--- src/sv/bcsm_pkg.sv ---
// shared types, constants and the control store of the beat clip sample mixer
// no dependencies; imported by every module of the block
`default_nettype none

package bcsm_pkg;

  localparam int CLIP_COUNT   = 16;
  localparam int SAMPLE_DEPTH = 4096;

  localparam int CLIP_W = (CLIP_COUNT > 1) ? $clog2(CLIP_COUNT) : 1;
  localparam int ADDR_W = (SAMPLE_DEPTH > 1) ? $clog2(SAMPLE_DEPTH) : 1;
  localparam int RI_W   = $clog2(SAMPLE_DEPTH + 1);

  // field widths of the ports
  localparam int POS_W      = 17;
  localparam int LEN_W      = 13;
  localparam int GAIN_W     = 16;
  localparam int SMP_W      = 16;
  localparam int CIDX_W     = 4;
  localparam int SADDR_W    = 12;
  localparam int CMD_W      = 2;
  localparam int CFG_IDX_W  = 2;
  localparam int CFG_DATA_W = 17;

  // sample times gain, then headroom for every clip
  localparam int PROD_W = SMP_W + GAIN_W + 1;
  localparam int ACC_W  = PROD_W + CLIP_W + 1;

  localparam int UPC_W = 3;

  typedef enum logic [CMD_W-1:0] {
    CMD_TICK         = 2'd0,
    CMD_WRITE_CLIP   = 2'd1,
    CMD_WRITE_SAMPLE = 2'd2,
    CMD_RESET_POS    = 2'd3
  } cmd_e;

  typedef enum logic [CFG_IDX_W-1:0] {
    CFG_BEAT_PERIOD = 2'd0,
    CFG_DOWNBEAT_LEN = 2'd1,
    CFG_SUBDIV_LEN  = 2'd2
  } cfg_reg_e;

  typedef enum logic [1:0] {
    COND_ALWAYS     = 2'd0,
    COND_TICK_START = 2'd1,
    COND_CLIP_LAST  = 2'd2,
    COND_OUT_BUSY   = 2'd3
  } cond_e;

  typedef logic [UPC_W-1:0] upc_t;

  localparam upc_t UPC_IDLE    = 3'd0;
  localparam upc_t UPC_ISSUE   = 3'd1;
  localparam upc_t UPC_DRAIN_A = 3'd2;
  localparam upc_t UPC_DRAIN_B = 3'd3;
  localparam upc_t UPC_ROUND   = 3'd4;

  // one control word: datapath strobes, branch condition, two successors
  typedef struct packed {
    logic  idle;
    logic  issue;
    logic  finish;
    cond_e cond;
    upc_t  jump_hit;
    upc_t  jump_miss;
  } ucw_t;

  typedef struct packed {
    logic              idle;
    logic              issue;
    logic              finish;
    logic [CLIP_W-1:0] clip;
  } ctrl_t;

  typedef struct packed {
    logic tick_start;
    logic out_busy;
  } status_t;

  typedef struct packed {
    logic              valid;
    logic              src;
    logic [ADDR_W-1:0] addr;
    logic [GAIN_W-1:0] gain;
  } rd_req_t;

  function automatic ucw_t ucode_rom(input upc_t upc);
    ucw_t w;
    unique case (upc)
      UPC_IDLE:    w = '{idle: 1'b1, issue: 1'b0, finish: 1'b0, cond: COND_TICK_START,
                         jump_hit: UPC_ISSUE, jump_miss: UPC_IDLE};
      UPC_ISSUE:   w = '{idle: 1'b0, issue: 1'b1, finish: 1'b0, cond: COND_CLIP_LAST,
                         jump_hit: UPC_DRAIN_A, jump_miss: UPC_ISSUE};
      UPC_DRAIN_A: w = '{idle: 1'b0, issue: 1'b0, finish: 1'b0, cond: COND_ALWAYS,
                         jump_hit: UPC_DRAIN_B, jump_miss: UPC_DRAIN_B};
      UPC_DRAIN_B: w = '{idle: 1'b0, issue: 1'b0, finish: 1'b0, cond: COND_ALWAYS,
                         jump_hit: UPC_ROUND, jump_miss: UPC_ROUND};
      UPC_ROUND:   w = '{idle: 1'b0, issue: 1'b0, finish: 1'b1, cond: COND_OUT_BUSY,
                         jump_hit: UPC_ROUND, jump_miss: UPC_IDLE};
      default:     w = '{idle: 1'b0, issue: 1'b0, finish: 1'b0, cond: COND_ALWAYS,
                         jump_hit: UPC_IDLE, jump_miss: UPC_IDLE};
    endcase
    return w;
  endfunction

  // a length beyond the store counts as the whole store
  function automatic logic [RI_W-1:0] clamp_len(input logic [LEN_W-1:0] len);
    logic [31:0] ext;
    ext = 32'(len);
    if (ext > 32'(SAMPLE_DEPTH)) begin
      return RI_W'(SAMPLE_DEPTH);
    end
    return ext[RI_W-1:0];
  endfunction

endpackage

`default_nettype wire

--- src/sv/bcsm_clip_table.sv ---
// clip table: start, gain, source, enable, play flag and read index per clip
// depends on bcsm_pkg; visited one clip per cycle under sequencer control
`default_nettype none

module bcsm_clip_table (
  input  logic                        clk_i,
  input  logic                        rst_ni,
  input  bcsm_pkg::ctrl_t             ctrl_i,
  input  logic                        wr_i,
  input  logic [bcsm_pkg::CIDX_W-1:0] wr_index_i,
  input  logic [bcsm_pkg::POS_W-1:0]  wr_start_i,
  input  logic [bcsm_pkg::GAIN_W-1:0] wr_gain_i,
  input  logic                        wr_src_i,
  input  logic                        wr_active_i,
  input  logic [bcsm_pkg::POS_W-1:0]  pos_i,
  input  logic [bcsm_pkg::RI_W-1:0]   len_db_i,
  input  logic [bcsm_pkg::RI_W-1:0]   len_sd_i,
  output bcsm_pkg::rd_req_t           req_o
);
  import bcsm_pkg::*;

  logic [POS_W-1:0]  start_q [CLIP_COUNT];
  logic [GAIN_W-1:0] gain_q  [CLIP_COUNT];
  logic              src_q   [CLIP_COUNT];
  logic              en_q    [CLIP_COUNT];
  logic              play_q  [CLIP_COUNT];
  logic [RI_W-1:0]   ri_q    [CLIP_COUNT];

  logic [31:0]       wi_ext;
  logic              wr_ok;
  logic [CLIP_W-1:0] wi;
  logic [CLIP_W-1:0] c;
  logic [RI_W-1:0]   cur_len;
  logic              starting;
  logic              live;
  logic              fits;

  assign wi_ext = 32'(wr_index_i);
  assign wr_ok  = wi_ext < 32'(CLIP_COUNT);
  assign wi     = wi_ext[CLIP_W-1:0];
  assign c      = ctrl_i.clip;

  always_comb begin
    cur_len  = src_q[c] ? len_db_i : len_sd_i;
    starting = en_q[c] && !play_q[c] && (start_q[c] == pos_i);
    live     = play_q[c] || starting;
    fits     = ri_q[c] < cur_len;
    req_o.valid = ctrl_i.issue && live && fits;
    req_o.src   = src_q[c];
    req_o.addr  = ri_q[c][ADDR_W-1:0];
    req_o.gain  = gain_q[c];
  end

  always_ff @(posedge clk_i or negedge rst_ni) begin
    if (!rst_ni) begin
      for (int i = 0; i < CLIP_COUNT; i++) begin
        start_q[i] <= '0;
        gain_q[i]  <= '0;
        src_q[i]   <= 1'b0;
        en_q[i]    <= 1'b0;
        play_q[i]  <= 1'b0;
        ri_q[i]    <= '0;
      end
    end else begin
      // a rewrite leaves a play under way running
      if (wr_i && wr_ok) begin
        start_q[wi] <= wr_start_i;
        gain_q[wi]  <= wr_gain_i;
        src_q[wi]   <= wr_src_i;
        en_q[wi]    <= wr_active_i;
      end
      if (ctrl_i.issue && live) begin
        if (fits) begin
          play_q[c] <= 1'b1;
          ri_q[c]   <= ri_q[c] + RI_W'(1);
        end else begin
          play_q[c] <= 1'b0;
          ri_q[c]   <= '0;
        end
      end
    end
  end

endmodule

`default_nettype wire

--- config.mk ---
export PLATFORM = sky130hd
export DESIGN_NAME = bcsm_clip_table
export DESIGN_NICKNAME = d
export VERILOG_FILES = /design/src/sv/bcsm_pkg.sv /design/src/sv/bcsm_clip_table.sv
export SDC_FILE = /design/constraint.sdc
export NUM_CORES = 1
export LEC_CHECK = 0
export ABC_CLOCK_PERIOD_IN_PS = 4700
export BUFFER_PORTS_ARGS = -buffer_cell sky130_fd_sc_hd__buf_2
export CAP_MARGIN = 40
export CORE_MARGIN = 2
export CORE_UTILIZATION = 41
export DETAILED_ROUTE_END_ITERATION = 6
export GPL_TIMING_DRIVEN = 0
export HOLD_SLACK_MARGIN = 0.06
export MAX_ROUTING_LAYER = met4
export PLACE_DENSITY = 0.56
export SLEW_MARGIN = 20
export SYNTH_ARGS = -nofsm -noshare
export SYNTH_HDL_FRONTEND = slang
export SYNTH_SLANG_ARGS = --single-unit
--- constraint.sdc ---
create_clock -name clk_i -period 4.7 [get_ports clk_i]
set_input_delay 0 -clock clk_i [delete_from_list [all_inputs] [get_ports clk_i]]
set_output_delay 0 -clock clk_i [all_outputs]
set_load 0.02 [all_outputs]
==> flow_summary_export.csv <==
group,metric,value,unit
outcome,outcome,"finished, final reports clean",
global_route,globalRoute.totalOverflow,0,
sta,period_share,95.68,%
floorplanning,floorplan.core_area,89740,µm²
clock_tree,tritoncts_num_sinks,784,
worst_setup_path,crit_required,4.70,ns
global_route,pin_count_of_the_biggest_net_entering_global_routing,107,
logic_synthesis,dominantRegCellSynth,"sky130_fd_sc_hd__dfrtp_1",
floorplanning,design.portCount,122,
route,drt-initial-drc-count,1590,
sta,hold_viol_final,0,
logic_synthesis,yosys.area.top_type,"sky130_fd_sc_hd__dfrtp_1",
place,finalWeightedCongestion,0.8747,
route,drt-pass1-iter-count,5,
logic_synthesis,synth_top_cells_by_area,"sky130_fd_sc_hd__dfrtp_1 53%, sky130_fd_sc_hd__mux2_2 23%, sky130_fd_sc_hd__mux4_2 13%",
route,post-route-drc-count,0,
sta,rsz0062_at_grt,"no",
logic_synthesis,synth_sequential_area_ratio,53.00,%
logic_synthesis,synth_top_area_share,53.00,%
power,swShare,25.61,%
floorplanning,floorplan.die.width,304.5,µm
place,half_perimeter_wire_length_after_detailed_placement,74.51,mm
route,viasPerCell,5.746,
power,pwr-share-comb,16.6,%
clock_tree,clkLatencyLatePin,0.67,ns
place,port-buffer-count,116,
worst_setup_path,path_delay_family,"buffers and inverters",
global_route,grt_pass1_wl,161.4,mm
sta,skew,0.02724,ns
power,intPower,13.71,mW
sta,layout_min_cycle_time,4.497,ns
floorplanning,initial_standard_cell_utilization_of_the_core,41.25,%
logic_synthesis,mappedNetlistArea,37020,µm²
sta,worst-slew-pin-transition,0.9077,ns
worst_setup_path,worst-path-buf-inv,9,
worst_setup_path,slowest_delay,0.46,ns
route,vias,22524,
floorplanning,die_height,304.5,µm
floorplanning,dieArea,92710,µm²
clock_tree,cts.root.buffer_cell,"sky130_fd_sc_hd__clkbuf_16",
logic_synthesis,postSynthNetCount,2453,
power,sequentialPowerShare,45.8,%
logic_synthesis,avgSynthCellArea,15.75,µm²
global_route,grt_pass1_vias,24424,
sta,final-max-slew-violation-count,0,
clock_tree,numCtsBuffers,89,
logic_synthesis,synthesis.yosys.warnings,0,
worst_setup_path,crit_fanout,11,
worst_setup_path,worstSetupEndpointType,"primary output",
logic_synthesis,synthMostInstantiatedCell,"sky130_fd_sc_hd__dfrtp_1",
clock_tree,clock_tree.htree_level_count,3,
clock_tree,cts.clk_slew.worst_paths,0.06,ns
logic_synthesis,synth-seq-cells,784,
final_layout,finish.cell_count_without_fillers,3920,
logic_synthesis,syn-instance-count,2350,
clock_tree,cts.path.max_buffers,3,
flow_run,drv.max_cap_violation_count,0,
worst_setup_path,crit_path_start_kind,"input port",
worst_setup_path,critical_path.slowest_cell,"sky130_fd_sc_hd__mux4_2",
power,ir_drop,345.6,µV
logic_synthesis,async_flop_share,100.0,%
power,share_clk_of_total_power,37.6,%
power,switching_power,4.721,mW
worst_setup_path,worst-endpoint-arrival,4.50,ns
worst_setup_path,cpMostUsedCell,"sky130_fd_sc_hd__buf_2",
place,dp_cells,3692,
global_route,globalRouteTotalUtil,23.99,%
sta,max_freq,0.2224,GHz
final_layout,area.growth.synth_to_final,17.30,%
global_route,number_of_antenna_violations_at_the_first_check_in_global_routing,13,
route,drt.antenna.violating_nets,0,
route,postRouteWirelength,106.8,mm
power,total_leakage_power,19.13,nW
power,power.total,18.43,mW
worst_setup_path,worstPathCellList,"buf_2 > buf_2 > buf_2 > buf_2 > buf_4 > buf_4 > mux4_2 > ha_1 > nand4_1 > nor2_1 > nand4_1 > buf_4 > o31ai_4 > buf_2 > and3_4 > nor2_2 > buf_2",
clock_tree,cts_tree,"built",
final_layout,finish.net_count,2764,
worst_setup_path,setup.worst_path.class,"input port to primary output",
sta,report.final.setup_viol,0,
route,route.detailed.wl_per_inst,27.24,µm
final_layout,layout_cell_share_with_drive_strength_beyond_1,51.72,%
logic_synthesis,synth-edff-count,0,
floorplanning,rows,110,
logic_synthesis,synth.lib_cells_used.distinct,63,
power,powerDensity,424.5,nW/µm²
sta,timing.max_slew.rel_slack,39.49,%
logic_synthesis,synth.cells.most_frequent,"784 x sky130_fd_sc_hd__dfrtp_1, 755 x sky130_fd_sc_hd__mux2_2, 214 x sky130_fd_sc_hd__mux4_2, 111 x sky130_fd_sc_hd__clkbuf_1, 52 x sky130_fd_sc_hd__mux2i_1",
worst_hold_path,worst_min_delay_path_class,"input port to flip-flop",
==> timing repair <==
action	in CTS	in global routing
cloned	0	0
hold endpoints to repair	706	0
hold buffers	47	0
resized for setup	20	16
pin swaps	2	1
setup endpoints to repair	224	131
buffers inserted	2	1
==> flip-flops by register name, summed over array words and instances (netlist names), named ones only <==
register,count
ri_q,208
gain_q,256
src_q,16
en_q,16
start_q,272
==> area by class of cell <==
| class | count | area (µm²) |
|---|---|---|
| antenna | 14 | 35.03 |
| buffer | 198 | 980.9 |
| clock buffer | 137 | 2650 |
| clock inverter | 23 | 264.0 |
| fill | 7699 | 46320 |
| inverter | 7 | 26.28 |
| multi-input combinational | 1359 | 16530 |
| sequential | 784 | 19620 |
| tap | 1176 | 1471 |
| timing repair buffer | 222 | 1847 |
==> power groups by stage <==
stage / clock (mW) / combinational, mW / sequential (mW)
after detailed placement: 0 / 3.03 / 8.55
after global routing: 7.38 / 3.30 / 8.56
after global placement: 0 / 2.88 / 8.45
after CTS: 7.09 / 3.10 / 8.43
after floorplan: 0 / 2.16 / 8.33
final: 6.94 / 3.06 / 8.44
==> metrics by stage <==
stage / setup WS [ns] / cell area (µm²) / utilization [%] / setup TNS (ns) / hold slack, ns
floorplan: 0.3986 / 37020 / - / 0 / -0.2956
global placement: -12.21 / 39070 / 43.54 / -9705.49 / 0.3140
detailed placement: -1.420 / 39780 / 44.33 / -246.77 / -0.09053
CTS: 0.009712 / 43260 / 48.20 / 0 / 0.1727
global route: 0.009529 / 43420 / 48.38 / 0 / 0.2101
finish: 0.2030 / 43420 / 48.39 / 0 / 0.1959
==> cell usage in the layout (no fill, tap or decap), types with 12 or more instances in the layout <==
cell,synthesis,final
sky130_fd_sc_hd__buf_6,11,51
sky130_fd_sc_hd__nor2_1,26,22
sky130_fd_sc_hd__mux2_4,30,30
sky130_fd_sc_hd__o211ai_1,12,12
sky130_fd_sc_hd__buf_2,43,153
sky130_fd_sc_hd__mux2_2,755,755
sky130_fd_sc_hd__buf_1,21,18
sky130_fd_sc_hd__diode_2,0,14
sky130_fd_sc_hd__mux4_2,214,214
sky130_fd_sc_hd__clkbuf_1,111,131
sky130_fd_sc_hd__clkbuf_8,0,20
sky130_fd_sc_hd__dlygate4sd3_1,0,46
sky130_fd_sc_hd__clkbuf_16,0,91
sky130_fd_sc_hd__xnor2_1,23,23
sky130_fd_sc_hd__nand2_1,33,33
sky130_fd_sc_hd__mux2i_1,52,49
sky130_fd_sc_hd__dfrtp_1,784,784
sky130_fd_sc_hd__nand4_1,17,17
sky130_fd_sc_hd__buf_4,14,29
sky130_fd_sc_hd__clkinv_2,0,13
sky130_fd_sc_hd__a31oi_1,14,13
==> layer usage <==
metal,share of wire (%),vias to the layer above,global-route usage (%)
met3,5.2,190,4.200
met4,3.0,0,7.472
met2,49,618,38.46
met5,0,-,-
li1,-,9523,-
met1,43,12193,31.25
==> kinds of logic after synthesis <==
logic type,after synthesis,synth area share [%]
muxes,1051,38.61
DFF,784,53.00
buffers and inverters,207,2.609
and+or+nand+nor,151,2.217
AOI/OAI and AO/OA,112,2.386
xor gates and xnor gates,34,0.8044
adders and majority gates,11,0.3718
==> path summary, 6_finish.rpt <==
kind	startpoint	cells past startpoint	end	slack [ns]
worst max-delay path	ctrl_i[2]	17	req_o[29]	0.20
worst min-delay path	wr_gain_i[7]	3	gain_q[87]	0.20
worst max register to register	src_q[7]	15	ri_q[6]	0.31
worst min register to register	flip-flop	1	flip-flop	0.50
max in group asynchronous	rst_ni	7	gain_q[188]	2.38
min in group asynchronous	rst_ni	4	ri_q[154]	0.47
==> worst register-to-register path, delay by kind of cell, from the launching register on <==
kind                     cells  cell delay [ns]
AO/OA/AOI/OAI                5             1.31
multiplexers                 5             1.28
flip-flops                   1             0.37
adder cells (fa/ha/maj)      1             0.33
buffers and inverters        4             1.04
(Power assumes the default switching activity.)
