## config.mk

```make
export PLATFORM = sky130hd
export DESIGN_NAME = bcsm_sequencer
export DESIGN_NICKNAME = d
export VERILOG_FILES = /design/src/sv/bcsm_pkg.sv /design/src/sv/bcsm_sequencer.sv
export SDC_FILE = /design/constraint.sdc
export NUM_CORES = 1
export LEC_CHECK = 0
export BUFFER_PORTS_ARGS = -buffer_cell sky130_fd_sc_hd__clkbuf_2
export CAP_MARGIN = 10
export CELL_PAD_IN_SITES_DETAIL_PLACEMENT = 2
export CELL_PAD_IN_SITES_GLOBAL_PLACEMENT = 2
export CORE_AREA = 2 2 40 42
export CTS_CLUSTER_SIZE = 12
export DETAILED_ROUTE_END_ITERATION = 10
export DIE_AREA = 0 0 42 44
export PLACE_DENSITY = 0.82
export SYNTH_ARGS = -nofsm -noshare
export SYNTH_HDL_FRONTEND = slang
export SYNTH_SLANG_ARGS = --single-unit
```

## constraint.sdc

```tcl
create_clock -name clk_i -period 2.9 [get_ports clk_i]
set_input_delay 0.58 -clock clk_i [delete_from_list [all_inputs] [get_ports clk_i]]
set_output_delay 0.58 -clock clk_i [all_outputs]
set_load 0.05 [all_outputs]
```

## src/sv/bcsm_pkg.sv

```systemverilog
// shared types, constants and the control store of the beat clip sample mixer
// no dependencies; imported by every module of the block
`default_nettype none

package bcsm_pkg;

  localparam int CLIP_COUNT   = 16;
  localparam int SAMPLE_DEPTH = 4096;

  localparam int CLIP_W = (CLIP_COUNT > 1) ? $clog2(CLIP_COUNT) : 1;
  localparam int ADDR_W = (SAMPLE_DEPTH > 1) ? $clog2(SAMPLE_DEPTH) : 1;
  localparam int RI_W   = $clog2(SAMPLE_DEPTH + 1);

  // field widths of the ports
  localparam int POS_W      = 17;
  localparam int LEN_W      = 13;
  localparam int GAIN_W     = 16;
  localparam int SMP_W      = 16;
  localparam int CIDX_W     = 4;
  localparam int SADDR_W    = 12;
  localparam int CMD_W      = 2;
  localparam int CFG_IDX_W  = 2;
  localparam int CFG_DATA_W = 17;

  // sample times gain, then headroom for every clip
  localparam int PROD_W = SMP_W + GAIN_W + 1;
  localparam int ACC_W  = PROD_W + CLIP_W + 1;

  localparam int UPC_W = 3;

  typedef enum logic [CMD_W-1:0] {
    CMD_TICK         = 2'd0,
    CMD_WRITE_CLIP   = 2'd1,
    CMD_WRITE_SAMPLE = 2'd2,
    CMD_RESET_POS    = 2'd3
  } cmd_e;

  typedef enum logic [CFG_IDX_W-1:0] {
    CFG_BEAT_PERIOD = 2'd0,
    CFG_DOWNBEAT_LEN = 2'd1,
    CFG_SUBDIV_LEN  = 2'd2
  } cfg_reg_e;

  typedef enum logic [1:0] {
    COND_ALWAYS     = 2'd0,
    COND_TICK_START = 2'd1,
    COND_CLIP_LAST  = 2'd2,
    COND_OUT_BUSY   = 2'd3
  } cond_e;

  typedef logic [UPC_W-1:0] upc_t;

  localparam upc_t UPC_IDLE    = 3'd0;
  localparam upc_t UPC_ISSUE   = 3'd1;
  localparam upc_t UPC_DRAIN_A = 3'd2;
  localparam upc_t UPC_DRAIN_B = 3'd3;
  localparam upc_t UPC_ROUND   = 3'd4;

  // one control word: datapath strobes, branch condition, two successors
  typedef struct packed {
    logic  idle;
    logic  issue;
    logic  finish;
    cond_e cond;
    upc_t  jump_hit;
    upc_t  jump_miss;
  } ucw_t;

  typedef struct packed {
    logic              idle;
    logic              issue;
    logic              finish;
    logic [CLIP_W-1:0] clip;
  } ctrl_t;

  typedef struct packed {
    logic tick_start;
    logic out_busy;
  } status_t;

  typedef struct packed {
    logic              valid;
    logic              src;
    logic [ADDR_W-1:0] addr;
    logic [GAIN_W-1:0] gain;
  } rd_req_t;

  function automatic ucw_t ucode_rom(input upc_t upc);
    ucw_t w;
    unique case (upc)
      UPC_IDLE:    w = '{idle: 1'b1, issue: 1'b0, finish: 1'b0, cond: COND_TICK_START,
                         jump_hit: UPC_ISSUE, jump_miss: UPC_IDLE};
      UPC_ISSUE:   w = '{idle: 1'b0, issue: 1'b1, finish: 1'b0, cond: COND_CLIP_LAST,
                         jump_hit: UPC_DRAIN_A, jump_miss: UPC_ISSUE};
      UPC_DRAIN_A: w = '{idle: 1'b0, issue: 1'b0, finish: 1'b0, cond: COND_ALWAYS,
                         jump_hit: UPC_DRAIN_B, jump_miss: UPC_DRAIN_B};
      UPC_DRAIN_B: w = '{idle: 1'b0, issue: 1'b0, finish: 1'b0, cond: COND_ALWAYS,
                         jump_hit: UPC_ROUND, jump_miss: UPC_ROUND};
      UPC_ROUND:   w = '{idle: 1'b0, issue: 1'b0, finish: 1'b1, cond: COND_OUT_BUSY,
                         jump_hit: UPC_ROUND, jump_miss: UPC_IDLE};
      default:     w = '{idle: 1'b0, issue: 1'b0, finish: 1'b0, cond: COND_ALWAYS,
                         jump_hit: UPC_IDLE, jump_miss: UPC_IDLE};
    endcase
    return w;
  endfunction

  // a length beyond the store counts as the whole store
  function automatic logic [RI_W-1:0] clamp_len(input logic [LEN_W-1:0] len);
    logic [31:0] ext;
    ext = 32'(len);
    if (ext > 32'(SAMPLE_DEPTH)) begin
      return RI_W'(SAMPLE_DEPTH);
    end
    return ext[RI_W-1:0];
  endfunction

endpackage

`default_nettype wire

```

## src/sv/bcsm_sequencer.sv

```systemverilog
// microcoded sequencer: step counter, control store lookup, clip loop counter
// depends on bcsm_pkg
`default_nettype none

module bcsm_sequencer (
  input  logic              clk_i,
  input  logic              rst_ni,
  input  bcsm_pkg::status_t status_i,
  output bcsm_pkg::ctrl_t   ctrl_o
);
  import bcsm_pkg::*;

  upc_t              upc_q, upc_d;
  logic [CLIP_W-1:0] clip_q, clip_d;
  ucw_t              ucw;
  logic              cond_met;

  always_comb ucw = ucode_rom(upc_q);

  always_comb begin
    unique case (ucw.cond)
      COND_ALWAYS:     cond_met = 1'b1;
      COND_TICK_START: cond_met = status_i.tick_start;
      COND_CLIP_LAST:  cond_met = (clip_q == CLIP_W'(CLIP_COUNT - 1));
      COND_OUT_BUSY:   cond_met = status_i.out_busy;
    endcase
  end

  always_comb begin
    upc_d = cond_met ? ucw.jump_hit : ucw.jump_miss;
    priority if (ucw.idle) begin
      clip_d = '0;
    end else if (ucw.issue) begin
      clip_d = clip_q + CLIP_W'(1);
    end else begin
      clip_d = clip_q;
    end
  end

  always_ff @(posedge clk_i or negedge rst_ni) begin
    if (!rst_ni) begin
      upc_q  <= UPC_IDLE;
      clip_q <= '0;
    end else begin
      upc_q  <= upc_d;
      clip_q <= clip_d;
    end
  end

  assign ctrl_o.idle   = ucw.idle;
  assign ctrl_o.issue  = ucw.issue;
  assign ctrl_o.finish = ucw.finish && !status_i.out_busy;
  assign ctrl_o.clip   = clip_q;

endmodule

`default_nettype wire

```

==> results of run 1 <==
[critical path, delay by kind of cell (launching register included)]
| kind | cells | cell delay, ns |
|---|---|---|
| buffers and inverters | 1 | 0.28 |
| and+or+nand+nor | 2 | 0.48 |
| DFF | 1 | 0.46 |
[cells by family after synthesis]
group                      count (synthesis)  synth area share
AOI/OAI and AO/OA                          6             0.142
adders and majority gates                  1            0.0309
buffers and inverters                      3            0.0648
DFF                                        7             0.432
muxes                                      2            0.0648
and+or+nand+nor                           21             0.265
[cell type report]
cell class	instances	share of cell area
Timing Repair Buffer	10	0.105
Tap cell	16	0.0421
Clock buffer	4	0.0553
Multi-Input combinational cell	30	0.429
Sequential cell	7	0.368
[power by group]
| group | switching (mW) | internal (mW) | leakage, nW |
|---|---|---|---|
| Combinational | 0.196 | 0.0981 | 0.128 |
| Sequential | 0.0485 | 0.130 | 0.0879 |
| Clock | 0.0377 | 0.0526 | 0.0150 |
| Total | 0.282 | 0.281 | 0.231 |
[registers in the layout, indices dropped and copies added (netlist names)]
| signal | flops |
|---|---|
| clip_q | 4 |
| upc_q | 3 |
[metal layers]
layer  up-vias  global-route usage  share of wire
met2        10               0.197           0.48
met3         4              0.0375          0.054
met1       162               0.111           0.43
met5         -                   0              0
li1        161                   -              -
met4         0               0.116          0.040
[cell usage after synthesis, drive strengths merged, types with 2 or more instances]
master | number | area [um2]
dfrtp | 7 | 175
nand2 | 5 | 18.8
nand3 | 5 | 25.0
nor2 | 3 | 11.3
a21oi | 2 | 10.0
buf | 2 | 22.5
mux2 | 2 | 26.3
nand2b | 2 | 12.5
[worst min-delay path by stage]
| stage | cells after the start | slack (ns) | end |
|---|---|---|---|
| finish | 1 | 0.15 | clip_q[0] |
| global route | 1 | 0.15 | upc_q[0] |
| CTS | 1 | 0.15 | clip_q[3] |
| detailed placement | 1 | 0.43 | clip_q[3] |
| global placement | 1 | 0.42 | clip_q[3] |
| floorplan | 0 | 0.28 | clip_q[0] |
[metrics by stage]
step                hold slack [ns]  utilization
floorplan                     0.284            -
global placement              0.424        0.317
detailed placement            0.427        0.317
CTS                           0.146        0.335
global route                  0.150        0.335
finish                        0.150        0.335
==> results.yml, run 1 <==
final_layout:
  postLayoutCellArea_um2: 475
  diodes: 0
  layout_commonest_cell: "sky130_fd_sc_hd__clkbuf_2"
  layout.cells.most_common_list: "sky130_fd_sc_hd__clkbuf_2 (10), sky130_fd_sc_hd__dfrtp_1 (7), sky130_fd_sc_hd__nand3_1 (5), sky130_fd_sc_hd__nand2_1 (5)"
  finish.net_count: 57
  multi_input_combinational_cell_area_um2: 204
  layout_overhead_on_the_synthesized_area_pct: 17.3
  fin_cells: 67
  seqCellArea_um2: 175
  drive_above_1_share: 0.294
  layout.filler_cells: 166
timing:
  worstMarginPinSlew_ns: 0.347
  timing.final.hold_violations: 0
  max_freq_mhz: 485
  post-route-period-util: 0.711
  layout_min_cycle_time_ns: 2.06
  grt_setup_unrepaired: "false"
  post-route-worst-setup-slack_ns: 0.838
  finalSetupViolations: 0
  finalMaxSlewViolations: 0
  max_slew_margin: 0.769
  setup_total_negative_slack_ns: 0
  skew_ns: 0.00498
routing:
  detail_route.first_pass.iterations: 3
  drtAntennaViolNets: 0
  detail_route.drc_violations: 0
  drt-vias-per-instance: 5.03
  drt-wirelength-per-cell_um: 12.9
  detailedRoute.firstIterationViolations: 3
  routed-via-count: 337
  finalWirelength_um: 865
status:
  outcome: "finished, final reports clean"
worst_setup_path:
  setup_slack_reg_to_reg_ns: 1.62
  worst-endpoint-arrival_ns: 1.48
  worstSetupEndpointType: "output port"
  critical_path.cell_chain: "or2_1 > nor2_1 > clkbuf_2"
  critical_path.startpoint_type: "register"
  timing.critical_path.required_ns: 2.32
  r2r-start: "clip_q[0]"
  reg2regPathDepth: 3
  critical-path-slowest-cell: "sky130_fd_sc_hd__dfrtp_1"
  startpoint: "upc_q[1]"
  critical_path.endpoint: "ctrl_o[6]"
  cp_slowest_stage_delay_ns: 0.46
  rr_endpoint: "clip_q[2]"
  critical_path.max_fanout: 9
  timing.setup.critical_path_class: "register to output port"
clock_tree:
  ctsRootBufferMaster: "sky130_fd_sc_hd__clkbuf_4"
  cts.repair.resized: 0
  worst_setup_hold_path_clk_slew_ns: 0.06
  cts-htree-levels: 1
  clock_tree.buffer_depth: 2
  cts_inserted_buffers: 3
  cts-hold-fix-buffers: 0
  tritoncts: "built"
  worst_skew_pair.late_latency_ns: 0.25
  clock_sink_count: 7
  post_cts.repair.setup_buffers: 0
place:
  placement.setup.worst_slack_ns: 1.10
  placement.cell_area_um2: 449
  dp_hpwl_um: 655
  globalplace.congestion: 0.657
  io_buffer_count: 10
  placed_cells_incl_taps: 63
floorplan:
  chipHeight_um: 44
  io-pin-count: 11
  die_x_um: 42
  number_of_rows_in_the_core_area: 14
  initial_utilization: 0.286
  placeableCoreArea_um2: 1420
  design.die.area_um2: 1850
synthesis:
  seq_area_frac_synth: 0.432
  synth.avg_cell_area_um2: 10.1
  post_synth_num_cell_types: 21
  postSynth.asyncResetShare: 1.00
  mappedNetlistNets: 45
  synth-edff-count: 0
  syn-instance-count: 40
  yosysWarnings: 0
  synth.ff_latch_count: 7
  netlist_area_um2: 405
  synth_top_flop_cell: "sky130_fd_sc_hd__dfrtp_1"
grt:
  grt_antenna_before_repair: 0
  grt_start_max_net_pins: 13
  grt_first_pass_wirelength_um: 1500
  vias_in_the_first_global_route: 360
  global_route.overflow_total: 0
  global_route.usage.total: 0.117
power_and_ir_drop:
  irDropWorstVdd_mv: 0.496
  power_mw: 0.563
  pwr_density_cell_nw_per_um2: 1180
  static-leakage-power_nw: 0.231
hold_path:
  worst_hold_check_path_type: "primary input to asynchronous set/reset pin"
run:
  maxCapViolations: 0
(Power assumes the default switching activity.)
==> inputs of run 2 (changes only) <==
- ABC_AREA: not set -> 1
- CORE_AREA: 2 2 40 42 -> 2 2 44 46
- DIE_AREA: 0 0 42 44 -> 0 0 46 48
- PLACE_DENSITY: 0.82 -> 0.78
- clock period: 2.9 -> 2 ns (I/O delays scaled with it)
==> run 2 against run 1 <==
Against the previous run:
- critical path type unchanged
- global-route usage grew 0.31 points
- largest cell class unchanged
- first-iteration DRC count grew 100%
- count of clock-buffer cells in the layout did not move
- critical endpoint is now ctrl_o[4]
==> results.yml, run 2 <==
clock_tree:
  cts.repair.resized: 0
  worst_skew_pair.late_latency_ns: 0.25
  post_cts.repair.setup_buffers: 0
  cts-htree-levels: 1
  ctsRootBufferMaster: "sky130_fd_sc_hd__clkbuf_4"
  worst_setup_hold_path_clk_slew_ns: 0.05
  clock_tree.buffer_depth: 2
  clock_sink_count: 7
  tritoncts: "built"
  cts_inserted_buffers: 3
synthesis:
  synth-edff-count: 0
  synth_simple_gate_area_share: 0.354
  yosysWarnings: 0
  syn-instance-count: 56
  synth.most_common_cell: "sky130_fd_sc_hd__nand2_1"
  yosysTopAreaCell: "sky130_fd_sc_hd__dfrtp_1"
  synth.ff_latch_count: 7
  netlist_top_cells_area: "sky130_fd_sc_hd__dfrtp_1 (41%), sky130_fd_sc_hd__nand2_1 (11%), sky130_fd_sc_hd__nor2_1 (6.1%)"
  mappedNetlistNets: 61
  synth-xor-area-share: 0.0205
  synth.avg_cell_area_um2: 7.64
  synth.cells.most_frequent: "sky130_fd_sc_hd__nand2_1 (12), sky130_fd_sc_hd__dfrtp_1 (7), sky130_fd_sc_hd__nor2_1 (7)"
  seq_area_frac_synth: 0.409
  netlist_area_um2: 428
  synth_top_area_share: 0.409
  synth.area.mux_share: 0
  postSynth.asyncResetShare: 1.00
  synth_top_flop_cell: "sky130_fd_sc_hd__dfrtp_1"
  synth_fa_ha_area_frac: 0.0292
  complex_gate_fraction_of_the_synthesized_area: 0.0906
  synth_top_family_by_area: "simple AND/OR/NAND/NOR gates"
  post_synth_num_cell_types: 19
final_layout:
  seqCellArea_um2: 175
  finish.net_count: 76
  postLayoutCellArea_um2: 529
  layout_commonest_cell: "sky130_fd_sc_hd__nand2_1"
  multi_input_combinational_cell_area_um2: 216
  layout.cells.most_common_list: "sky130_fd_sc_hd__nand2_1 (12), sky130_fd_sc_hd__clkbuf_2 (10), sky130_fd_sc_hd__nor2_1 (7), sky130_fd_sc_hd__dfrtp_1 (7), sky130_fd_sc_hd__inv_1 (6)"
  layout.filler_cells: 211
  reg_top3: "clip_q x4, upc_q x3"
  largest_register_ffs: 4
  layout_overhead_on_the_synthesized_area_pct: 23.7
  drive_above_1_share: 0.357
  diodes: 0
  largest-register: "clip_q"
power_and_ir_drop:
  irDropWorstVdd_mv: 0.564
  pwr_density_cell_nw_per_um2: 1820
  static-leakage-power_nw: 0.268
timing:
  skew_ns: 0.00461
  finalSetupViolations: 0
  max_freq_mhz: 549
  timing.final.hold_violations: 0
  grt_setup_unrepaired: "false"
  setup_total_negative_slack_ns: 0
  layout_min_cycle_time_ns: 1.82
  post-route-period-util: 0.910
  worstMarginPinSlew_ns: 0.428
  finalMaxSlewViolations: 0
  max_slew_margin: 0.715
routing:
  drtAntennaViolNets: 0
  drt-wirelength-per-cell_um: 12.2
  drt-vias-per-instance: 4.66
  detailedRoute.firstIterationViolations: 6
  detail_route.first_pass.iterations: 3
  routed-via-count: 405
  finalWirelength_um: 1060
  detail_route.drc_violations: 0
worst_setup_path:
  critical-path-top-delay-family: "flip-flops"
  critical-path-slowest-cell: "sky130_fd_sc_hd__dfrtp_1"
  timing.setup.critical_path_class: "register to output port"
  critical_path.max_fanout: 7
  critical_path.startpoint_type: "register"
  timing.critical_path.required_ns: 1.60
  critical_path_buf_inv_count: 1
  critical_path.cell_chain: "nor2_1 > nand2_1 > nor2_1 > clkbuf_2"
  critical-path-top-cell-by-count: "sky130_fd_sc_hd__nor2_1"
  cp_slowest_stage_delay_ns: 0.46
  worstSetupEndpointType: "output port"
  worst-endpoint-arrival_ns: 1.42
grt:
  globalRouteMet1Util: 0.138
  grt_antenna_before_repair: 0
  grt_first_pass_wirelength_um: 1770
  grt_use_met2: 0.200
  global_route.usage.total: 0.120
  vias_in_the_first_global_route: 380
  grt_start_max_net_pins: 12
  global_route.overflow_total: 0
  met3_usage: 0.0453
  grt_busiest_layer: "met2"
floorplan:
  number_of_rows_in_the_core_area: 15
  io-pin-count: 11
  design.die.area_um2: 2210
  placeableCoreArea_um2: 1690
  die_x_um: 46
  initial_utilization: 0.253
  chipHeight_um: 48
hold_path:
  worst_hold_check_path_type: "primary input to register"
run:
  maxCapViolations: 0
place:
  globalplace.congestion: 0.713
  io_buffer_count: 10
  dp_hpwl_um: 838
  placement.cell_area_um2: 493
status:
  outcome: "finished, final reports clean"
## run 2: worst paths after layout
kind / slack [ns] / end / depth (start not counted) / start
setup reg to reg: 0.75 / upc_q[0] / 6 / upc_q[2]
min in group asynchronous: 0.52 / clip_q[0] / 2 / rst_ni
hold reg to reg: 0.53 / clip_q[0] / 1 / clip_q[0]
setup / recovery: 0.18 / ctrl_o[4] / 4 / upc_q[1]
hold / removal: 0.49 / upc_q[0] / 4 / status_i[1]
max in group asynchronous: 1.30 / upc_q[2] / 2 / rst_ni
## run 2: layer usage
layer / part of all wire / routed length [um] / up-vias
met1: 0.44 / 465 / 193
met2: 0.52 / 549 / 8
met3: 0.032 / 34 / 2
li1: - / - / 202
met5: 0 / 0 / -
met4: 0.013 / 14 / 0
## run 2: cell type report
cell class / instances / area share
Multi-Input combinational cell: 40 / 0.409
Sequential cell: 7 / 0.331
Timing Repair Buffer: 11 / 0.113
Inverter: 8 / 0.0567
Clock buffer: 4 / 0.0496
Tap cell: 17 / 0.0402
## run 2: logic make-up (layout without fill, tap and decap cells)
| kind of cell | count (synthesis) | after routing |
|---|---|---|
| fa+ha+maj | 1 | 1 |
| compound gates | 7 | 7 |
| flops | 7 | 7 |
| buf+inv | 9 | 23 |
| xor+xnor | 1 | 1 |
| simple gates | 31 | 31 |
## run 2: repair_timing
| item | CTS | global route |
|---|---|---|
| endpoints found under the hold margin | 7 | 0 |
| hold buffers | 1 | 0 |
| setup endpoints to repair | 0 | 0 |
## run 2: where the power goes
| part | total (mW) | internal [mW] | switching [mW] |
|---|---|---|---|
| Clock | 0.127 | 0.0760 | 0.0510 |
| Sequential | 0.283 | 0.192 | 0.0902 |
| Combinational | 0.552 | 0.155 | 0.397 |
| Total | 0.961 | 0.423 | 0.538 |
## run 2: worst register-to-register path, cell delays in order (launching register included)
cell and delay (ns):
sky130_fd_sc_hd__dfrtp_1 0.52, sky130_fd_sc_hd__nand2_1 0.14, sky130_fd_sc_hd__nand2_1 0.07, sky130_fd_sc_hd__a21oi_2 0.15
sky130_fd_sc_hd__nand3_2 0.11, sky130_fd_sc_hd__nand2_1 0.07, sky130_fd_sc_hd__nand2_1 0.06
## run 2: per-stage QoR
| stage | setup slack (ns) | utilization | power, mW | hold slack, ns | instances |
|---|---|---|---|---|---|
| floorplan | 0.267 | - | 0.715 | 0.104 | 56 |
| global placement | 0.509 | 0.292 | 0.822 | 0.248 | 82 |
| detailed placement | 0.430 | 0.292 | 0.842 | 0.248 | 82 |
| CTS | 0.151 | 0.313 | 0.981 | 0.493 | 87 |
| global route | 0.0679 | 0.313 | 1.05 | 0.495 | 87 |
| finish | 0.179 | 0.313 | 0.961 | 0.489 | 87 |
