`src/sv/bcsm_pkg.sv`:
```
// shared types, constants and the control store of the beat clip sample mixer
// no dependencies; imported by every module of the block
`default_nettype none

package bcsm_pkg;

  localparam int CLIP_COUNT   = 16;
  localparam int SAMPLE_DEPTH = 4096;

  localparam int CLIP_W = (CLIP_COUNT > 1) ? $clog2(CLIP_COUNT) : 1;
  localparam int ADDR_W = (SAMPLE_DEPTH > 1) ? $clog2(SAMPLE_DEPTH) : 1;
  localparam int RI_W   = $clog2(SAMPLE_DEPTH + 1);

  // field widths of the ports
  localparam int POS_W      = 17;
  localparam int LEN_W      = 13;
  localparam int GAIN_W     = 16;
  localparam int SMP_W      = 16;
  localparam int CIDX_W     = 4;
  localparam int SADDR_W    = 12;
  localparam int CMD_W      = 2;
  localparam int CFG_IDX_W  = 2;
  localparam int CFG_DATA_W = 17;

  // sample times gain, then headroom for every clip
  localparam int PROD_W = SMP_W + GAIN_W + 1;
  localparam int ACC_W  = PROD_W + CLIP_W + 1;

  localparam int UPC_W = 3;

  typedef enum logic [CMD_W-1:0] {
    CMD_TICK         = 2'd0,
    CMD_WRITE_CLIP   = 2'd1,
    CMD_WRITE_SAMPLE = 2'd2,
    CMD_RESET_POS    = 2'd3
  } cmd_e;

  typedef enum logic [CFG_IDX_W-1:0] {
    CFG_BEAT_PERIOD = 2'd0,
    CFG_DOWNBEAT_LEN = 2'd1,
    CFG_SUBDIV_LEN  = 2'd2
  } cfg_reg_e;

  typedef enum logic [1:0] {
    COND_ALWAYS     = 2'd0,
    COND_TICK_START = 2'd1,
    COND_CLIP_LAST  = 2'd2,
    COND_OUT_BUSY   = 2'd3
  } cond_e;

  typedef logic [UPC_W-1:0] upc_t;

  localparam upc_t UPC_IDLE    = 3'd0;
  localparam upc_t UPC_ISSUE   = 3'd1;
  localparam upc_t UPC_DRAIN_A = 3'd2;
  localparam upc_t UPC_DRAIN_B = 3'd3;
  localparam upc_t UPC_ROUND   = 3'd4;

  // one control word: datapath strobes, branch condition, two successors
  typedef struct packed {
    logic  idle;
    logic  issue;
    logic  finish;
    cond_e cond;
    upc_t  jump_hit;
    upc_t  jump_miss;
  } ucw_t;

  typedef struct packed {
    logic              idle;
    logic              issue;
    logic              finish;
    logic [CLIP_W-1:0] clip;
  } ctrl_t;

  typedef struct packed {
    logic tick_start;
    logic out_busy;
  } status_t;

  typedef struct packed {
    logic              valid;
    logic              src;
    logic [ADDR_W-1:0] addr;
    logic [GAIN_W-1:0] gain;
  } rd_req_t;

  function automatic ucw_t ucode_rom(input upc_t upc);
    ucw_t w;
    unique case (upc)
      UPC_IDLE:    w = '{idle: 1'b1, issue: 1'b0, finish: 1'b0, cond: COND_TICK_START,
                         jump_hit: UPC_ISSUE, jump_miss: UPC_IDLE};
      UPC_ISSUE:   w = '{idle: 1'b0, issue: 1'b1, finish: 1'b0, cond: COND_CLIP_LAST,
                         jump_hit: UPC_DRAIN_A, jump_miss: UPC_ISSUE};
      UPC_DRAIN_A: w = '{idle: 1'b0, issue: 1'b0, finish: 1'b0, cond: COND_ALWAYS,
                         jump_hit: UPC_DRAIN_B, jump_miss: UPC_DRAIN_B};
      UPC_DRAIN_B: w = '{idle: 1'b0, issue: 1'b0, finish: 1'b0, cond: COND_ALWAYS,
                         jump_hit: UPC_ROUND, jump_miss: UPC_ROUND};
      UPC_ROUND:   w = '{idle: 1'b0, issue: 1'b0, finish: 1'b1, cond: COND_OUT_BUSY,
                         jump_hit: UPC_ROUND, jump_miss: UPC_IDLE};
      default:     w = '{idle: 1'b0, issue: 1'b0, finish: 1'b0, cond: COND_ALWAYS,
                         jump_hit: UPC_IDLE, jump_miss: UPC_IDLE};
    endcase
    return w;
  endfunction

  // a length beyond the store counts as the whole store
  function automatic logic [RI_W-1:0] clamp_len(input logic [LEN_W-1:0] len);
    logic [31:0] ext;
    ext = 32'(len);
    if (ext > 32'(SAMPLE_DEPTH)) begin
      return RI_W'(SAMPLE_DEPTH);
    end
    return ext[RI_W-1:0];
  endfunction

endpackage

`default_nettype wire

```
`src/sv/bcsm_mac.sv`:
```
// multiply and accumulate pipeline, rounding to q1.15 and saturation
// depends on bcsm_pkg; fed by the clip table and the sample store
`default_nettype none

module bcsm_mac (
  input  logic                              clk_i,
  input  logic                              rst_ni,
  input  logic                              clear_i,
  input  bcsm_pkg::rd_req_t                 req_i,
  input  logic signed [bcsm_pkg::SMP_W-1:0] db_i,
  input  logic signed [bcsm_pkg::SMP_W-1:0] sd_i,
  output logic signed [bcsm_pkg::SMP_W-1:0] mixed_o,
  output logic                              clipped_o
);
  import bcsm_pkg::*;

  logic                     s1_valid_q;
  logic                     s1_src_q;
  logic [GAIN_W-1:0]        s1_gain_q;
  logic                     s2_valid_q;
  logic signed [PROD_W-1:0] prod_q;
  logic signed [PROD_W-1:0] prod_d;
  logic signed [SMP_W-1:0]  word;
  logic signed [ACC_W-1:0]  acc_q;
  logic signed [ACC_W-1:0]  sum;
  logic signed [ACC_W-1:0]  q;

  always_comb begin
    word   = s1_src_q ? db_i : sd_i;
    prod_d = word * $signed({1'b0, s1_gain_q});
  end

  always_ff @(posedge clk_i or negedge rst_ni) begin
    if (!rst_ni) begin
      s1_valid_q <= 1'b0;
      s2_valid_q <= 1'b0;
      acc_q      <= '0;
    end else begin
      s1_valid_q <= req_i.valid;
      s2_valid_q <= s1_valid_q;
      if (clear_i) begin
        acc_q <= '0;
      end else if (s2_valid_q) begin
        acc_q <= acc_q + ACC_W'(prod_q);
      end
    end
  end

  always_ff @(posedge clk_i) begin
    s1_src_q  <= req_i.src;
    s1_gain_q <= req_i.gain;
    prod_q    <= prod_d;
  end

  // round half up, then floor by 2^15
  always_comb begin
    sum = acc_q + ACC_W'(32'sd16384);
    q   = sum >>> 15;
    priority if (q > ACC_W'(32'sd32767)) begin
      mixed_o   = 16'sh7fff;
      clipped_o = 1'b1;
    end else if (q < ACC_W'(-32'sd32768)) begin
      mixed_o   = 16'sh8000;
      clipped_o = 1'b1;
    end else begin
      mixed_o   = q[SMP_W-1:0];
      clipped_o = 1'b0;
    end
  end

endmodule

`default_nettype wire

```
`config.mk`:
```
export PLATFORM = sky130hd
export DESIGN_NAME = bcsm_mac
export DESIGN_NICKNAME = d
export VERILOG_FILES = /design/src/sv/bcsm_pkg.sv /design/src/sv/bcsm_mac.sv
export SDC_FILE = /design/constraint.sdc
export NUM_CORES = 1
export LEC_CHECK = 0
export CORE_ASPECT_RATIO = 2
export CORE_MARGIN = 2
export CORE_UTILIZATION = 50
export DETAILED_ROUTE_END_ITERATION = 10
export DONT_BUFFER_PORTS = 1
export SYNTH_ARGS = -nofsm -noshare
export SYNTH_HDL_FRONTEND = slang
export SYNTH_SLANG_ARGS = --single-unit
```
`constraint.sdc`:
```
create_clock -name clk_i -period 8.1 [get_ports clk_i]
set_input_delay 1.215 -clock clk_i [delete_from_list [all_inputs] [get_ports clk_i]]
set_output_delay 1.215 -clock clk_i [all_outputs]
set_load 0.05 [all_outputs]
```
==> flow_metrics.py, run 1 <==
metrics = {
    "synth": {
        "ys_warn_count": 0,
        "ys_async_sr_fraction": 0.4444,
        "syn-num-nets": 2002,
        "synth.distinct_cells": 72,
        "synthTopCellsByCount": "inv_1, fa_1, nand2_1",
        "synth.largest_area_cell": "fa_1",
        "synth-main-ff-cell": "dfxtp_1",
        "synth_edf_count": 0,
        "synth_area_leaders": "fa_1, ha_1, dfrtp_1",
        "seq_area_frac_synth": 0.1426,
        "syn-cell-area_um2": 14040,
        "synthCells": 1582,
        "avgSynthCellArea_um2": 8.877,
        "ys_ff_latch": 90,
        "netlist.area_leader.share": 0.2780,
        "yosysMostFrequentCell": "inv_1",
    },
    "final_layout": {
        "areaGrowthSynthToFinish_pct": 4.829,
        "finalNonFillerCells": 1911,
        "drive_gt1_frac": 0.04554,
        "antenna_cells": 0,
        "nNetsFinal": 1974,
    },
    "worst_setup_path": {
        "startpoint_type": "primary input",
        "crit_type": "primary input to register",
        "critPathMaxFanout": 6,
        "arrival_ns": 7.67,
        "cp-end-kind": "register",
        "critPathRequiredTime_ns": 8.40,
    },
    "global_routing": {
        "overflow": 0,
        "antenna_found_initial": 0,
        "grt_pass1_vias": 11490,
        "grt.total_usage": 0.2369,
        "grt_max_degree": 44,
        "grt_pass1_wl_um": 54290,
    },
    "timing": {
        "setup_violations": 0,
        "slew_headroom": 0.3097,
        "fmax_mhz": 135.6,
        "min_period_over_period": 0.9107,
        "setup_ws_ns": 0.7234,
        "period_minus_slack_ns": 7.377,
        "tightest_slew_ns": 1.007,
        "skew_ns": 0.01536,
        "report.final.slew_viol_count": 0,
        "rsz0062_at_grt": "false",
        "hold_viol_final": 0,
        "fin_setup_tns_ns": 0,
    },
    "clock_tree": {
        "path_clk_slew_ns": 0.07,
        "cts_resized": 0,
        "holdBufCountCts": 0,
        "root_buffer": "clkbuf_16",
        "cts_max_level": 3,
        "clk_latency_ns": 0.38,
        "cts_made_buffers": 9,
        "cts_tree": "built",
        "cts_sinks": 90,
        "postCtsSetupBuffers": 0,
        "cts_buffer_depth": 2,
    },
    "floorplanning": {
        "die_h_um": 241.0,
        "io_pins": 82,
        "rows": 86,
        "die_x_um": 122.5,
        "core_area_um2": 27550,
        "start_util": 0.5098,
        "dieArea_um2": 29520,
    },
    "detailed_routing": {
        "viasPerCell": 5.490,
        "wirelength_um": 32800,
        "vias": 10490,
        "drc": 0,
        "drt_pre_antenna_iters": 7,
        "ant_nets": 0,
        "wl_per_cell_um": 17.16,
        "drt_iter0_drc": 398,
    },
    "placed_design": {
        "io_buffers": 0,
        "place_inst": 1895,
        "dp_slack_ns": 0.2849,
        "dp_hpwl_um": 26550,
        "place_congestion": 0.9290,
    },
    "run": {
        "cap_violations": 0,
    },
    "worst_hold_path": {
        "hold_class": "register to register",
    },
    "run_status": {
        "status": "finished clean",
    },
}
[logic make-up after synthesis]
family                     synth area share
xor gates and xnor gates            0.04865
adders and majority gates            0.4205
muxes                               0.02869
AOI/OAI and AO/OA                    0.1122
buffers and inverters               0.08580
DFF                                  0.1426
and+or+nand+nor                      0.1616
[cell type report]
type                            instances  area, um2
Clock buffer                           10      239.0
Sequential cell                        90       2003
Clock inverter                          6      95.09
Fill cell                            2663      12820
Inverter                              263      987.2
Tap cell                              352      440.4
Multi-Input combinational cell       1174      10840
Timing Repair Buffer                   16      120.1
[layer usage]
layer / wire length, um / GRT usage / vias to the layer above
li1: - / - / 5014
met1: 12610 / 0.2532 / 5183
met2: 18010 / 0.4517 / 211
met3: 758 / 0.02457 / 83
met4: 1420 / 0.1160 / 0
met5: 0 / 0 / -
[cells in the final DEF (no fill, tap or decap), drive strengths merged, types with 6 or more instances in the layout]
cell type,synthesis,layout
nand2,170,170
nor2,89,89
and2,101,101
xor2,29,29
nand4,9,9
dfrtp,40,40
nor2b,21,21
o21bai,7,7
o21ai,51,51
fa,195,195
nand3,22,22
nand2b,14,14
or2,6,6
ha,160,160
xnor2,49,49
buf,9,16
a21oi,66,66
o31ai,6,6
clkbuf,46,10
dfxtp,50,50
and3,7,7
mux2i,23,23
inv,263,265
o21a,8,8
a21o,39,39
mux2,15,15
nor3,6,6
a211oi,18,18
o22ai,9,9
[worst max-delay path: stages]
cell and delay [ns]:
mux2i_1 0.77, or2_2 0.27, fa_1 0.42, fa_1 0.54, inv_1 0.06, fa_1 0.53
fa_1 0.54, fa_1 0.55, inv_1 0.05, fa_1 0.53, inv_1 0.04, ha_1 0.36
and4_1 0.26, a21oi_1 0.11, o21ai_0 0.12, a221o_1 0.33, a31oi_1 0.21, o21ai_0 0.19
o221ai_1 0.34, nand4b_1 0.14, o211ai_1 0.10
[flip-flops by register name (all words and copies together), names as in the netlist]
name        flops
acc_q          38
prod_q         33
s1_gain_q      16
s1_src_q        1
s1_valid_q      1
s2_valid_q      1
[path summary, 6_finish.rpt]
check	startpoint	end	slack, ns	cells after the start
max in group asynchronous	rst_ni	acc_q[2]$_DFFE_PN0P_	7.46	0
worst min-delay path	s1_valid_q$_DFF_PN0_	s2_valid_q$_DFF_PN0_	0.37	0
worst max-delay path	db_i[15]	prod_q[31]$_DFF_P_	0.72	21
worst max register to register	s1_src_q$_DFF_P_	prod_q[31]$_DFF_P_	0.86	22
worst min register to register	s1_valid_q$_DFF_PN0_	s2_valid_q$_DFF_PN0_	0.37	0
min in group asynchronous	rst_ni	acc_q[32]$_DFFE_PN0P_	0.53	0
[stage by stage]
| step | cell area (um2) | hold slack, ns | utilization |
|---|---|---|---|
| after global routing | 14720 | 0.3817 | 0.5344 |
| after CTS | 14720 | 0.3755 | 0.5344 |
| after floorplan | 14040 | 0.3312 | - |
| after global placement | 14390 | 0.3475 | 0.5223 |
| final | 14720 | 0.3679 | 0.5344 |
| after detailed placement | 14390 | 0.3502 | 0.5223 |
Power of run 1 is left out: the tool's default activity adds up to more than one toggle a clock period on the data nets, which glitch-free logic cannot reach.
==> run 2, diff against run 1 <==
--- a/config.mk
+++ b/config.mk
@@ -5,6 +5,7 @@
 export SDC_FILE = /design/constraint.sdc
 export NUM_CORES = 1
 export LEC_CHECK = 0
+export ABC_AREA = 1
 export CORE_ASPECT_RATIO = 2
 export CORE_MARGIN = 2
 export CORE_UTILIZATION = 50
==> run 2 against run 1 <==
Synthesized cell count up 29%. Non-clock buffer count down 6. Register-to-register slack better by 0.05 ns. First-iteration DRC count up 91%. Sequential share of layout area down 0.66 points. Synthesized area up 5.1%.
==> flow_metrics.py, run 2 <==
metrics = {
    "final_layout": {
        "final_common_cell": "nand2_1",
        "finalNonFillerCells": 2391,
        "nFillCells": 2995,
        "regMostFlops": "acc_q",
        "top_regs": "acc_q: 38 flops, prod_q: 33 flops, s1_gain_q: 16 flops",
        "antenna_cells": 0,
        "largest_reg_flops": 38,
        "areaGrowthSynthToFinish_pct": 4.756,
        "drive_gt1_frac": 0.03305,
        "nNetsFinal": 2442,
        "fin_util": 0.5279,
        "final_cell_mix": "nand2_1, inv_1, nor2_1, fa_1, ha_1",
    },
    "detailed_routing": {
        "drt_pre_antenna_iters": 6,
        "viasPerCell": 5.195,
        "drc": 0,
        "wirelength_um": 39650,
        "vias": 12420,
        "ant_nets": 0,
        "drt_iter0_drc": 762,
        "wl_per_cell_um": 16.58,
    },
    "synth": {
        "ys_ff_latch": 90,
        "ys_warn_count": 0,
        "seq_area_frac_synth": 0.1356,
        "synthTopCellsByCount": "nand2_1, inv_1, nor2_1",
        "synth_area_leaders": "fa_1, ha_1, nand2_1",
        "ys_async_sr_fraction": 0.4444,
        "synth_xor_area_frac": 0.02908,
        "synth-main-ff-cell": "dfxtp_1",
        "synth_edf_count": 0,
        "synthSimpleGateAreaFrac": 0.2536,
        "netlist.area_leader.share": 0.2645,
        "synth.largest_area_cell": "fa_1",
        "syn-num-nets": 2458,
        "syn-cell-area_um2": 14760,
        "avgSynthCellArea_um2": 7.242,
        "yosysMostFrequentCell": "nand2_1",
        "synthAdderAreaFrac": 0.4001,
        "synth_top_family_by_area": "adder cells",
        "synth-compound-area-share": 0.06960,
        "synthCells": 2038,
        "synthMuxAreaShare": 0.0006782,
        "synth.distinct_cells": 41,
    },
    "timing": {
        "fmax_mhz": 139.1,
        "period_minus_slack_ns": 7.191,
        "setup_violations": 0,
        "tightest_slew_ns": 0.6978,
        "report.final.slew_viol_count": 0,
        "skew_ns": 0.01368,
        "min_period_over_period": 0.8878,
        "slew_headroom": 0.5341,
        "hold_viol_final": 0,
        "rsz0062_at_grt": "false",
        "fin_setup_tns_ns": 0,
    },
    "worst_setup_path": {
        "crit_cells": 22,
        "critPathMaxStageDelay_ns": 0.68,
        "critical_path_buf_inv_count": 5,
        "rr_worst_depth": 22,
        "startpoint_type": "register",
        "crit_family": "adder cells",
        "critPathRequiredTime_ns": 8.38,
        "critPathMaxFanout": 17,
        "crit_path_frequent_cell": "fa_1",
        "path_cells": "inv_1 > or2_2 > nand2_1 > clkinv_1 > nand2_1 > fa_1 > inv_1 > fa_1 > fa_1 > fa_1 > fa_1 > inv_1 > fa_1 > inv_1 > ha_1 > nand2_1 > a21oi_1 > nor2_1 > o21ai_0 > a21oi_1 > nand2_1 > xor2_1",
        "crit_slowest_cell": "dfxtp_1",
        "crit_type": "register to register",
        "arrival_ns": 7.47,
        "cp-end-kind": "register",
    },
    "clock_tree": {
        "postCtsSetupBuffers": 0,
        "cts_sinks": 90,
        "cts_max_level": 3,
        "clk_latency_ns": 0.38,
        "cts_resized": 0,
        "holdBufCountCts": 0,
        "cts_tree": "built",
        "path_clk_slew_ns": 0.07,
        "root_buffer": "clkbuf_16",
        "cts_buffer_depth": 2,
        "cts_made_buffers": 9,
    },
    "floorplanning": {
        "dieArea_um2": 30990,
        "io_pins": 82,
        "rows": 89,
        "core_area_um2": 29290,
        "die_h_um": 247.0,
        "die_x_um": 125.5,
        "start_util": 0.5040,
    },
    "global_routing": {
        "overflow": 0,
        "grt.total_usage": 0.2724,
        "grt_pass1_wl_um": 66120,
        "grt_pass1_vias": 12750,
        "antenna_found_initial": 0,
        "grt_max_degree": 41,
    },
    "worst_hold_path": {
        "whs_path_depth": 0,
        "hold_class": "register to register",
    },
    "placed_design": {
        "io_buffers": 0,
        "place_congestion": 0.9274,
        "place_inst": 2375,
        "dp_hpwl_um": 33370,
    },
    "run_status": {
        "status": "finished clean",
    },
    "run": {
        "cap_violations": 0,
    },
}
[run 2: logic make-up (layout without fill, tap and decap cells)]
family | after synthesis | in the layout
buf+inv | 431 | 420
flops | 90 | 90
simple gates | 922 | 922
xor+xnor | 49 | 49
compound gates | 190 | 190
fa+ha+maj | 355 | 355
mux | 1 | 1
[run 2: final cells by class]
| class | instances | area (um2) | share of cell area |
|---|---|---|---|
| Multi-Input combinational cell | 1517 | 11120 | 0.7193 |
| Sequential cell | 90 | 2002 | 0.1295 |
| Inverter | 394 | 1479 | 0.09565 |
| Tap cell | 364 | 455.4 | 0.02946 |
| Clock buffer | 9 | 225.2 | 0.01457 |
| Clock inverter | 7 | 103.9 | 0.006717 |
| Timing Repair Buffer | 10 | 75.07 | 0.004856 |
[run 2: metrics by stage]
step / hold slack [ns] / cell area, um2 / setup slack (ns)
floorplan: 0.3312 / 14760 / 1.351
global route: 0.3824 / 15460 / 0.4190
CTS: 0.3530 / 15460 / 0.8585
global placement: 0.3371 / 15130 / 0.9137
finish: 0.3503 / 15460 / 0.9088
detailed placement: 0.3371 / 15130 / 0.8608
[run 2: final timing paths]
path	from	end	slack (ns)
max	s1_src_q$_DFF_P_	prod_q[32]$_DFF_P_	0.91
min	s1_valid_q$_DFF_PN0_	s2_valid_q$_DFF_PN0_	0.35
max reg2reg	s1_src_q$_DFF_P_	prod_q[32]$_DFF_P_	0.91
min reg2reg	s1_valid_q$_DFF_PN0_	s2_valid_q$_DFF_PN0_	0.35
max in group asynchronous	rst_ni	acc_q[26]$_DFFE_PN0P_	7.47
min in group asynchronous	rst_ni	acc_q[29]$_DFFE_PN0P_	0.54
[run 2: per-layer routing]
metal  track usage  share of wire  vias to the layer above  routed length [um]
li1              -              -                     6189                   -
met1        0.3533           0.43                     5851               16930
met2        0.4719           0.49                      310               19530
met3       0.02315          0.044                       71                1752
met4        0.1033          0.036                        0                1445
met5             0              0                        -                   0
Power of run 2 is left out for the same reason.
==> run 3, diff against run 2 <==
--- a/config.mk
+++ b/config.mk
@@ -11,6 +11,7 @@
 export CORE_UTILIZATION = 50
 export DETAILED_ROUTE_END_ITERATION = 10
 export DONT_BUFFER_PORTS = 1
+export PLACE_DENSITY = 0.77
 export SYNTH_ARGS = -nofsm -noshare
 export SYNTH_HDL_FRONTEND = slang
 export SYNTH_SLANG_ARGS = --single-unit
==> run 3 against run 2 <==
Die area unchanged. Non-clock buffer count rose by 2. Register-to-register slack better by 0.26 ns. First-iteration DRC count grew 12%. Cell count about the same. Setup slack worse by 0.027 ns. Global-route usage fell by 1.1 points. Maximum frequency down 0.38%.
==> flow_metrics.py, run 3 (synthesis results as in run 2) <==
metrics = {
    "worst_setup_path": {
        "critPathMaxFanout": 7,
        "critPathRequiredTime_ns": 8.37,
        "startpoint_type": "primary input",
        "crit_slowest_cell": "o21ai_0",
        "crit_type": "primary input to register",
        "arrival_ns": 7.49,
        "cp-end-kind": "register",
        "critPathMaxStageDelay_ns": 0.93,
    },
    "run": {
        "cap_violations": 0,
    },
    "clock_tree": {
        "postCtsSetupBuffers": 0,
        "path_clk_slew_ns": 0.08,
        "cts_resized": 0,
        "cts_tree": "built",
        "cts_max_level": 3,
        "cts_buffer_depth": 2,
        "clk_latency_ns": 0.39,
        "cts_made_buffers": 9,
        "root_buffer": "clkbuf_16",
        "cts_sinks": 90,
        "holdBufCountCts": 0,
    },
    "timing": {
        "min_period_over_period": 0.8912,
        "hold_viol_final": 0,
        "report.final.slew_viol_count": 0,
        "setup_violations": 0,
        "rsz0062_at_grt": "false",
        "fmax_mhz": 138.5,
        "period_minus_slack_ns": 7.218,
        "fin_setup_tns_ns": 0,
        "tightest_slew_ns": 1.238,
        "skew_ns": 0.01572,
        "slew_headroom": 0.1657,
    },
    "final_layout": {
        "antenna_cells": 0,
        "largest_reg_flops": 38,
        "nNetsFinal": 2444,
        "drive_gt1_frac": 0.03351,
        "final_common_cell": "nand2_1",
        "final_cell_mix": "nand2_1, inv_1, nor2_1, fa_1, ha_1",
        "top_regs": "acc_q: 38 flops, prod_q: 33 flops, s1_gain_q: 16 flops",
        "areaGrowthSynthToFinish_pct": 4.679,
        "nFillCells": 2850,
        "regMostFlops": "acc_q",
    },
    "floorplanning": {
        "die_x_um": 125.5,
        "io_pins": 82,
        "rows": 89,
        "start_util": 0.5040,
        "dieArea_um2": 30990,
        "die_h_um": 247.0,
        "core_area_um2": 29290,
    },
    "placed_design": {
        "io_buffers": 0,
        "place_congestion": 1.044,
        "dp_hpwl_um": 32430,
    },
    "global_routing": {
        "overflow": 0,
        "antenna_found_initial": 0,
        "grt_max_degree": 41,
        "grt_pass1_vias": 13030,
        "grt_pass1_wl_um": 64270,
        "grt.total_usage": 0.2616,
    },
    "detailed_routing": {
        "drt_pre_antenna_iters": 5,
        "viasPerCell": 5.410,
        "vias": 12950,
        "wirelength_um": 38800,
        "ant_nets": 0,
        "wl_per_cell_um": 16.21,
        "drt_iter0_drc": 852,
        "drc": 0,
    },
    "worst_hold_path": {
        "hold_class": "register to register",
    },
    "run_status": {
        "status": "finished clean",
    },
}
[run 3: metrics by stage]
| step | util | instances | instance area, um2 | setup slack (ns) | hold slack [ns] |
|---|---|---|---|---|---|
| 2_1_floorplan | - | 2038 | 14760 | 1.351 | 0.3312 |
| 3_3_place_gp | 0.5174 | 2377 | 15150 | 0.6792 | 0.3364 |
| 3_5_place_dp | 0.5174 | 2377 | 15150 | 0.6545 | 0.3410 |
| 4_1_cts | 0.5275 | 2393 | 15450 | 1.028 | 0.3589 |
| 5_1_grt | 0.5275 | 2393 | 15450 | 0.6477 | 0.3715 |
| 6_report | 0.5275 | 2393 | 15450 | 0.8815 | 0.3547 |
[run 3: per-layer routing]
layer  GRT usage  share of wire  wire (um)  vias to the layer above
met5           0              0          0                        -
met4      0.1056          0.041       1607                        0
met3     0.03592          0.060       2318                      100
met2      0.4580           0.50      19270                      446
met1      0.3235           0.40      15600                     6212
li1            -              -          -                     6188
[run 3: path summary, 6_finish.rpt]
check	startpoint	to	slack, ns	depth (start not counted)
worst max-delay path	sd_i[6]	prod_q[28]$_DFF_P_	0.88	25
worst min-delay path	s1_valid_q$_DFF_PN0_	s2_valid_q$_DFF_PN0_	0.35	0
worst max register to register	s1_src_q$_DFF_P_	prod_q[28]$_DFF_P_	1.17	28
worst min register to register	s1_valid_q$_DFF_PN0_	s2_valid_q$_DFF_PN0_	0.35	0
max in group asynchronous	rst_ni	acc_q[11]$_DFFE_PN0P_	7.49	0
min in group asynchronous	rst_ni	acc_q[4]$_DFFE_PN0P_	0.52	0
[run 3: layout make-up]
cell class,count,area [um2],share of cell area
sequential,90,2002,0.1296
clock buffer,11,254.0,0.01644
multi-input combinational,1517,11130,0.7201
clock inverter,5,43.79,0.002834
tap,364,455.4,0.02948
inverter,394,1479,0.09572
timing repair buffer,12,90.09,0.005831
[run 3: critical path: cells and delay by family]
kind	cells	cell delay, ns
adder cells (fa/ha/maj)	7	3.53
AO/OA/AOI/OAI	5	1.79
AND/OR/NAND/NOR	7	0.61
buffers and inverters	6	0.33
Power of run 3 is left out for the same reason.
